## config.mk

```make
export PLATFORM = sky130hd
export DESIGN_NAME = mlt_ram
export DESIGN_NICKNAME = d
export VERILOG_FILES = /design/src/rtl/core/mlt_ram.sv
export SDC_FILE = /design/constraint.sdc
export NUM_CORES = 1
export LEC_CHECK = 0
export BUFFER_PORTS_ARGS = -buffer_cell sky130_fd_sc_hd__buf_2
export CAP_MARGIN = 20
export CORE_MARGIN = 8
export CORE_UTILIZATION = 60
export DETAILED_ROUTE_END_ITERATION = 12
export MAX_ROUTING_LAYER = met4
export PLACE_DENSITY = 0.78
export REMOVE_ABC_BUFFERS = 1
export SETUP_SLACK_MARGIN = 0.1
export SKIP_LAST_GASP = 1
export SYNTH_ARGS = -nofsm -noshare
export SYNTH_HDL_FRONTEND = slang
export SYNTH_SLANG_ARGS = --single-unit
```

## constraint.sdc

```tcl
create_clock -name clk -period 2.06 [get_ports clk]
set_input_delay 0.206 -clock clk [delete_from_list [all_inputs] [get_ports clk]]
set_output_delay 0.206 -clock clk [all_outputs]
set_load 0.02 [all_outputs]
```

## src/rtl/core/mlt_ram.sv

```systemverilog
module mlt_ram #(
  parameter int WIDTH = 8,
  parameter int DEPTH = 16,
  localparam int AW = (DEPTH > 1) ? $clog2(DEPTH) : 1
) (
  input  logic                 clk,
  input  logic                 we,
  input  logic [AW-1:0]        waddr,
  input  logic [WIDTH-1:0]     wdata,
  input  logic                 re,
  input  logic [AW-1:0]        raddr,
  output logic [WIDTH-1:0]     rdata
);
  logic [WIDTH-1:0] mem [DEPTH];

  // one write port, one registered read port
  always_ff @(posedge clk) begin
    if (we) begin
      mem[waddr] <= wdata;
    end
    if (re) begin
      rdata <= mem[raddr];
    end
  end
endmodule

```

==> results of run 1 <==
## per-stage QoR
step / std cells / util (%) / power [mW] / hold slack (ps) / instance area (um^2)
floorplan: 219 / - / 3.33 / 305 / 5140
global placement: 373 / 65.1 / 3.48 / 581 / 5590
detailed placement: 373 / 65.1 / 3.49 / 582 / 5590
CTS: 405 / 71.2 / 6.09 / 40.6 / 6120
global route: 405 / 71.2 / 6.23 / 40.3 / 6120
finish: 405 / 71.2 / 6.05 / 57.1 / 6120
## cell type report
class,count,area (um^2)
Clock buffer,18,418
Clock inverter,14,105
Fill cell,516,2480
Multi-Input combinational cell,83,1060
Sequential cell,136,4080
Tap cell,108,135
Timing Repair Buffer,46,318
## layout by cell type, fill, tap and decap left out, types with 2 or more instances in the layout
cell,count
edfxtp_1,136
buf_2,26
mux4_2,18
buf_4,17
a22oi_1,16
clkbuf_16,16
mux4_1,14
nor2_1,13
nand2_1,9
clkinv_4,6
nor3_1,4
clkinvlp_4,4
buf_12,3
nand3b_1,2
nand2b_1,2
clkinv_2,2
## layer usage
layer | vias to the layer above | share of wire [%]
li1 | 1091 | -
met1 | 1307 | 42
met2 | 105 | 50
met3 | 15 | 6.7
met4 | 0 | 1.6
met5 | - | 0
## cell usage after synthesis
cell             instances  area (um^2)
nor3_1                   4         20.0
buf_2                    3         15.0
nor2b_1                  1         6.26
clkdlybuf4s25_2          3         30.0
or3b_2                   1         8.76
mux4_2                  18          405
nand2_1                  9         33.8
a22oi_1                 16          120
nor2_1                  13         48.8
nand3_1                  1         5.00
and2_1                   1         6.26
and2b_1                  1         7.51
mux4_1                  14          368
buf_6                    3         33.8
nand2b_1                 2         12.5
buf_4                    1         7.51
nand3b_1                 2         15.0
edfxtp_1               136         4080
## registers in the layout, summed over array words and instances (netlist names)
register	cells
mem	128
rdata	8
## where the power goes
part | internal (mW) | switching (mW)
Combinational | 0.126 | 0.171
Clock | 1.48 | 1.14
Sequential | 3.12 | 0.0172
## worst register-to-register path: stages (launching register included)
cell	delay (ps)
edfxtp_1	380
mux4_1	560
a22oi_1	240
nand2_1	120
## path summary, 6_finish.rpt
check,slack [ps],startpoint,cells after the start,endpoint
hold reg to reg,750,mem[14][7]$_DFFE_PP_,3,rdata[7]$_DFFE_PP_
hold / removal,60,re,1,rdata[5]$_DFFE_PP_
setup reg to reg,500,mem[9][5]$_DFFE_PP_,3,rdata[5]$_DFFE_PP_
setup / recovery,500,mem[9][5]$_DFFE_PP_,3,rdata[5]$_DFFE_PP_
## cell families (layout without fill, tap and decap cells)
family                 count (synthesis)  in the layout  synth area share, %
AO/OA/AOI/OAI                         16             16                 2.30
AND/OR/NAND/NOR                       35             35                 3.14
buffers and inverters                 10             78                 1.65
multiplexers                          32             32                 14.8
flip-flops                           136            136                 78.1
==> flow_summary.json, run 1 <==
{
  "status": "completed",
  "grt_pass1_wl_um": 14700,
  "die_h_um": 109,
  "path_cells": "mux4_1 -> a22oi_1 -> nand2_1",
  "routed_via_density": 6.22,
  "drtAntennaViolNets": 0,
  "clkSinkCount": 136,
  "synth.cell_area_mm2": 0.00523,
  "critical_path_arrival_ps": 1820,
  "rsz0062_at_grt": "false",
  "worst-path-max-fanout": 1,
  "fin_crit_ps": 1560,
  "syn_area_per_cell_um2": 22.8,
  "cts-htree-levels": 4,
  "finalWorstSetupSlack_ps": 496,
  "rows": 34,
  "io_pins": 27,
  "via_count": 2518,
  "track_usage_pct": 18.0,
  "cp_data_required_time_ps": 2310,
  "grt-ovfl-total": 0,
  "worst_pin_slew_ps": 637,
  "routed_wl_um": 9540,
  "start_kind": "register",
  "drt_iter0_drc": 185,
  "io_buffers": 26,
  "drive_gt1_share_pct": 32.0,
  "dieArea_mm2": 0.0120,
  "top_usage_layer": "met2",
  "vdd_drop_max_mv": 0.612,
  "relSlewSlack_pct": 57.4,
  "holdBufCountCts": 0,
  "cts-buffers-inserted": 17,
  "path_class": "reg2reg",
  "final_nets": 303,
  "post-cts-setup-buffer-count": 0,
  "cts-root-buf": "clkbuf_8",
  "drv_cap": 0,
  "use_met2_pct": 26.7,
  "finalCritPeriodShare_pct": 75.9,
  "ys_ff_latch": 136,
  "power_leakage_nw": 2.07,
  "clk_pin_slew_ps": 60,
  "antenna_found_initial": 0,
  "dp_hpwl_um": 5940,
  "core_mm2": 0.00859,
  "grt_max_degree": 33,
  "setup_violations": 0,
  "crit_buf_inv": 0,
  "pre_cts_slack_ps": 303,
  "gp_congestion": 0.756,
  "met3_usage_pct": 4.51,
  "cts_resized": 0,
  "diodes": 0,
  "first_global_vias": 2606,
  "synthCells": 229,
  "grtUsageMet1_pct": 23.5,
  "fin_skew_ps": 9.87,
  "hold_viol": 0,
  "crit_family": "multiplexers",
  "fin_setup_tns_ps": 0,
  "dr.pass1.iters": 5,
  "wire_per_inst_um": 23.6,
  "clk_latency_ps": 520,
  "yosysSeqAreaShare_pct": 78.1,
  "drc": 0,
  "slew_violations": 0,
  "cts_tree": "built",
  "hold_class": "in2reg",
  "fmax_mhz": 639,
  "cp_slowest_cell": "mux4_1",
  "syn2layout_area_growth_pct": 17.0,
  "power.density_mw_per_mm2": 989,
  "cts_buffer_depth": 2,
  "cpPeakStageDelay_ps": 560,
  "start_util_pct": 60.8,
  "synth_warnings": 0,
  "synth_cell_types": 18,
  "critPathCaptureType": "register",
  "die_w_um": 109
}
Note: power is estimated with default switching activity, not from simulation.
==> run 2, diff against run 1 <==
- ABC_AREA: default -> 1
- CORE_UTILIZATION: 60 -> 55
- PLACE_DENSITY: 0.78 -> 0.75
- clock period: 2.06 -> 1.29 ns (I/O delays scaled with it)
==> run 2 against run 1 <==
- routed wire length is 35% higher
- register-to-register slack worse by 330 ps
- synthesized area is 12% higher
- final area is 15% higher
- sequential cell count stayed put
- utilization is 3.2 points lower
- count of clock-buffer cells in the layout stayed put
- sequential share of layout area is 8.6 points lower
- synthesized cell count is 140% higher
- largest power group is now the clock network
- highest routed layer unchanged
==> flow_summary.json, run 2 <==
{
  "status": "completed",
  "clkSinkCount": 136,
  "dp_hpwl_um": 7920,
  "fin_setup_tns_ps": 0,
  "finalWorstSetupSlack_ps": 7.75,
  "slew_violations": 0,
  "r2r-end": "rdata[3]$_DFFE_PP_",
  "finalCritPeriodShare_pct": 99.4,
  "grt_pass1_wl_um": 20000,
  "reg.largest.list": "mem (128), rdata (8)",
  "clk_latency_ps": 520,
  "drt_iter0_drc": 300,
  "worstHoldEndpoint": "mem[2][1]$_DFFE_PP_",
  "synth.most_common_cell": "nand2_1",
  "drtAntennaViolNets": 0,
  "start_kind": "register",
  "cts-root-buf": "clkbuf_8",
  "synth_cell_types": 11,
  "wire_per_inst_um": 17.1,
  "grt-ovfl-total": 0,
  "synth.cell_area_mm2": 0.00585,
  "core_mm2": 0.0103,
  "largest_register_ffs": 128,
  "finalInstanceArea_mm2": 0.00702,
  "io_pins": 27,
  "fin_crit_ps": 1280,
  "drive_gt1_share_pct": 14.5,
  "pre_cts_slack_ps": -60.2,
  "drc": 0,
  "hold_viol": 0,
  "track_usage_pct": 19.0,
  "dp.cells": 717,
  "syn_area_per_cell_um2": 10.6,
  "routed_wl_um": 12900,
  "seqCellArea_mm2": 0.00408,
  "synth-edff-count": 136,
  "fin_util_pct": 68.0,
  "cp_data_required_time_ps": 1160,
  "synthCells": 551,
  "fin_skew_ps": 5.54,
  "routed_via_density": 5.33,
  "cts_buffer_depth": 2,
  "antenna_found_initial": 1,
  "path_cells": "buf_6",
  "crit_buf_inv": 1,
  "drv_cap": 0,
  "hold_ws_ps": 27.7,
  "fin_total_pwr_mw": 10.7,
  "grt_max_degree": 33,
  "synth_top_cells_by_area": "edfxtp_1 70%, nand2_1 11%, nand3_1 8.3%, inv_1 6.4%, buf_6 1.2%",
  "die_h_um": 119,
  "hp-start": "wdata[1]",
  "r2r_slack_ps": 170,
  "vdd_drop_max_mv": 0.817,
  "start_util_pct": 56.6,
  "top_register": "mem",
  "rows": 37,
  "synth_flop_cell": "edfxtp_1",
  "final_nets": 626,
  "layout.cells.non_filler": 757,
  "hold_class": "in2reg",
  "power_leakage_nw": 3.05,
  "die_w_um": 119,
  "synth_common_cells": "173 x nand2_1, 136 x edfxtp_1, 100 x inv_1",
  "critPathCaptureType": "output pin",
  "critical_path_arrival_ps": 1150,
  "cts-buffers-inserted": 17,
  "reg2reg_from": "mem[15][3]$_DFFE_PP_",
  "crit_family": "flip-flops",
  "relSlewSlack_pct": 60.4,
  "multi_input_area_mm2": 0.00123,
  "path_class": "reg2out",
  "power.density_mw_per_mm2": 1530,
  "layout_commonest_cell": "nand2_1",
  "worst-path-max-fanout": 1,
  "placed_cell_area_mm2": 0.00625,
  "syn2layout_area_growth_pct": 20.1,
  "cp_slowest_cell": "edfxtp_1",
  "via_count": 4033,
  "synth_warnings": 0,
  "dr.pass1.iters": 5,
  "ys_ff_latch": 136,
  "cts-htree-levels": 4,
  "setup_violations": 0,
  "gp_congestion": 0.849,
  "dieArea_mm2": 0.0142,
  "first_global_vias": 4004,
  "worst_pin_slew_ps": 593,
  "layout_common_cells": "173 x nand2_1, 136 x edfxtp_1, 100 x inv_1",
  "rsz0062_at_grt": "true",
  "fmax_mhz": 780,
  "fillers": 721,
  "synth_top_area_share_pct": 69.8,
  "cpPeakStageDelay_ps": 460,
  "yosysSeqAreaShare_pct": 69.8,
  "ys_async_sr_fraction_pct": 0,
  "worstHoldPathCells": 1,
  "reg2reg_depth": 6,
  "clk_pin_slew_ps": 60,
  "cts_tree": "built",
  "io_buffers": 26,
  "synth_top_cell_by_area": "edfxtp_1"
}
## run 2: layout make-up
class | count | area share (%)
diodes | 1 | 0.0357
clock buffers | 18 | 5.95
clock inverters | 14 | 2.92
inverters | 102 | 5.45
multi-input cells | 289 | 17.6
flip-flops and latches | 136 | 58.2
well taps | 136 | 2.42
repair buffers | 61 | 7.45
## run 2: worst max-delay path by stage
stage,cells past startpoint,to,from
3_5_place_dp,7,rdata[1]$_DFFE_PP_,raddr[0]
4_1_cts,1,rdata[3],rdata[3]$_DFFE_PP_
2_1_floorplan,6,rdata[2]$_DFFE_PP_,raddr[0]
5_1_grt,1,rdata[3],rdata[3]$_DFFE_PP_
6_report,1,rdata[3],rdata[3]$_DFFE_PP_
3_3_place_gp,6,rdata[6]$_DFFE_PP_,raddr[1]
## run 2: report_power, final
| group | switching (mW) | leakage, nW | total, mW | internal (mW) |
|---|---|---|---|---|
| Sequential | 0.0355 | 1.24 | 5.02 | 4.98 |
| Clock | 1.74 | 0.298 | 5.05 | 3.31 |
| Combinational | 0.437 | 1.52 | 0.679 | 0.242 |
## run 2: what timing repair did
item                                    CTS  global route
cloned                                    0             0
endpoints found under the hold margin   104             0
hold buffers                              7             0
resized for setup                         8            12
buffers inserted                          0             0
endpoints found under the setup margin    8            10
## run 2: per-layer routing
metal	vias to the layer above	track usage [%]	routed length (um)
met3	35	3.50	939
met5	-	-	0
li1	1898	-	-
met4	0	10.8	423
met1	1906	21.9	5080
met2	194	31.0	6490
## run 2: kinds of logic (layout without fill, tap and decap cells)
logic type	count (synthesis)	in the layout	share of synthesized area [%]
buffers and inverters	126	195	9.39
DFF	136	136	69.8
other	0	1	0
and+or+nand+nor	289	289	20.8
## run 2: worst reg2reg max path: stages, from the launching register on
cell      delay, ps
edfxtp_1        370
inv_1            70
nand2_1          60
nand3_1          90
nand3_1         110
nand3_2         100
nand2_1          60
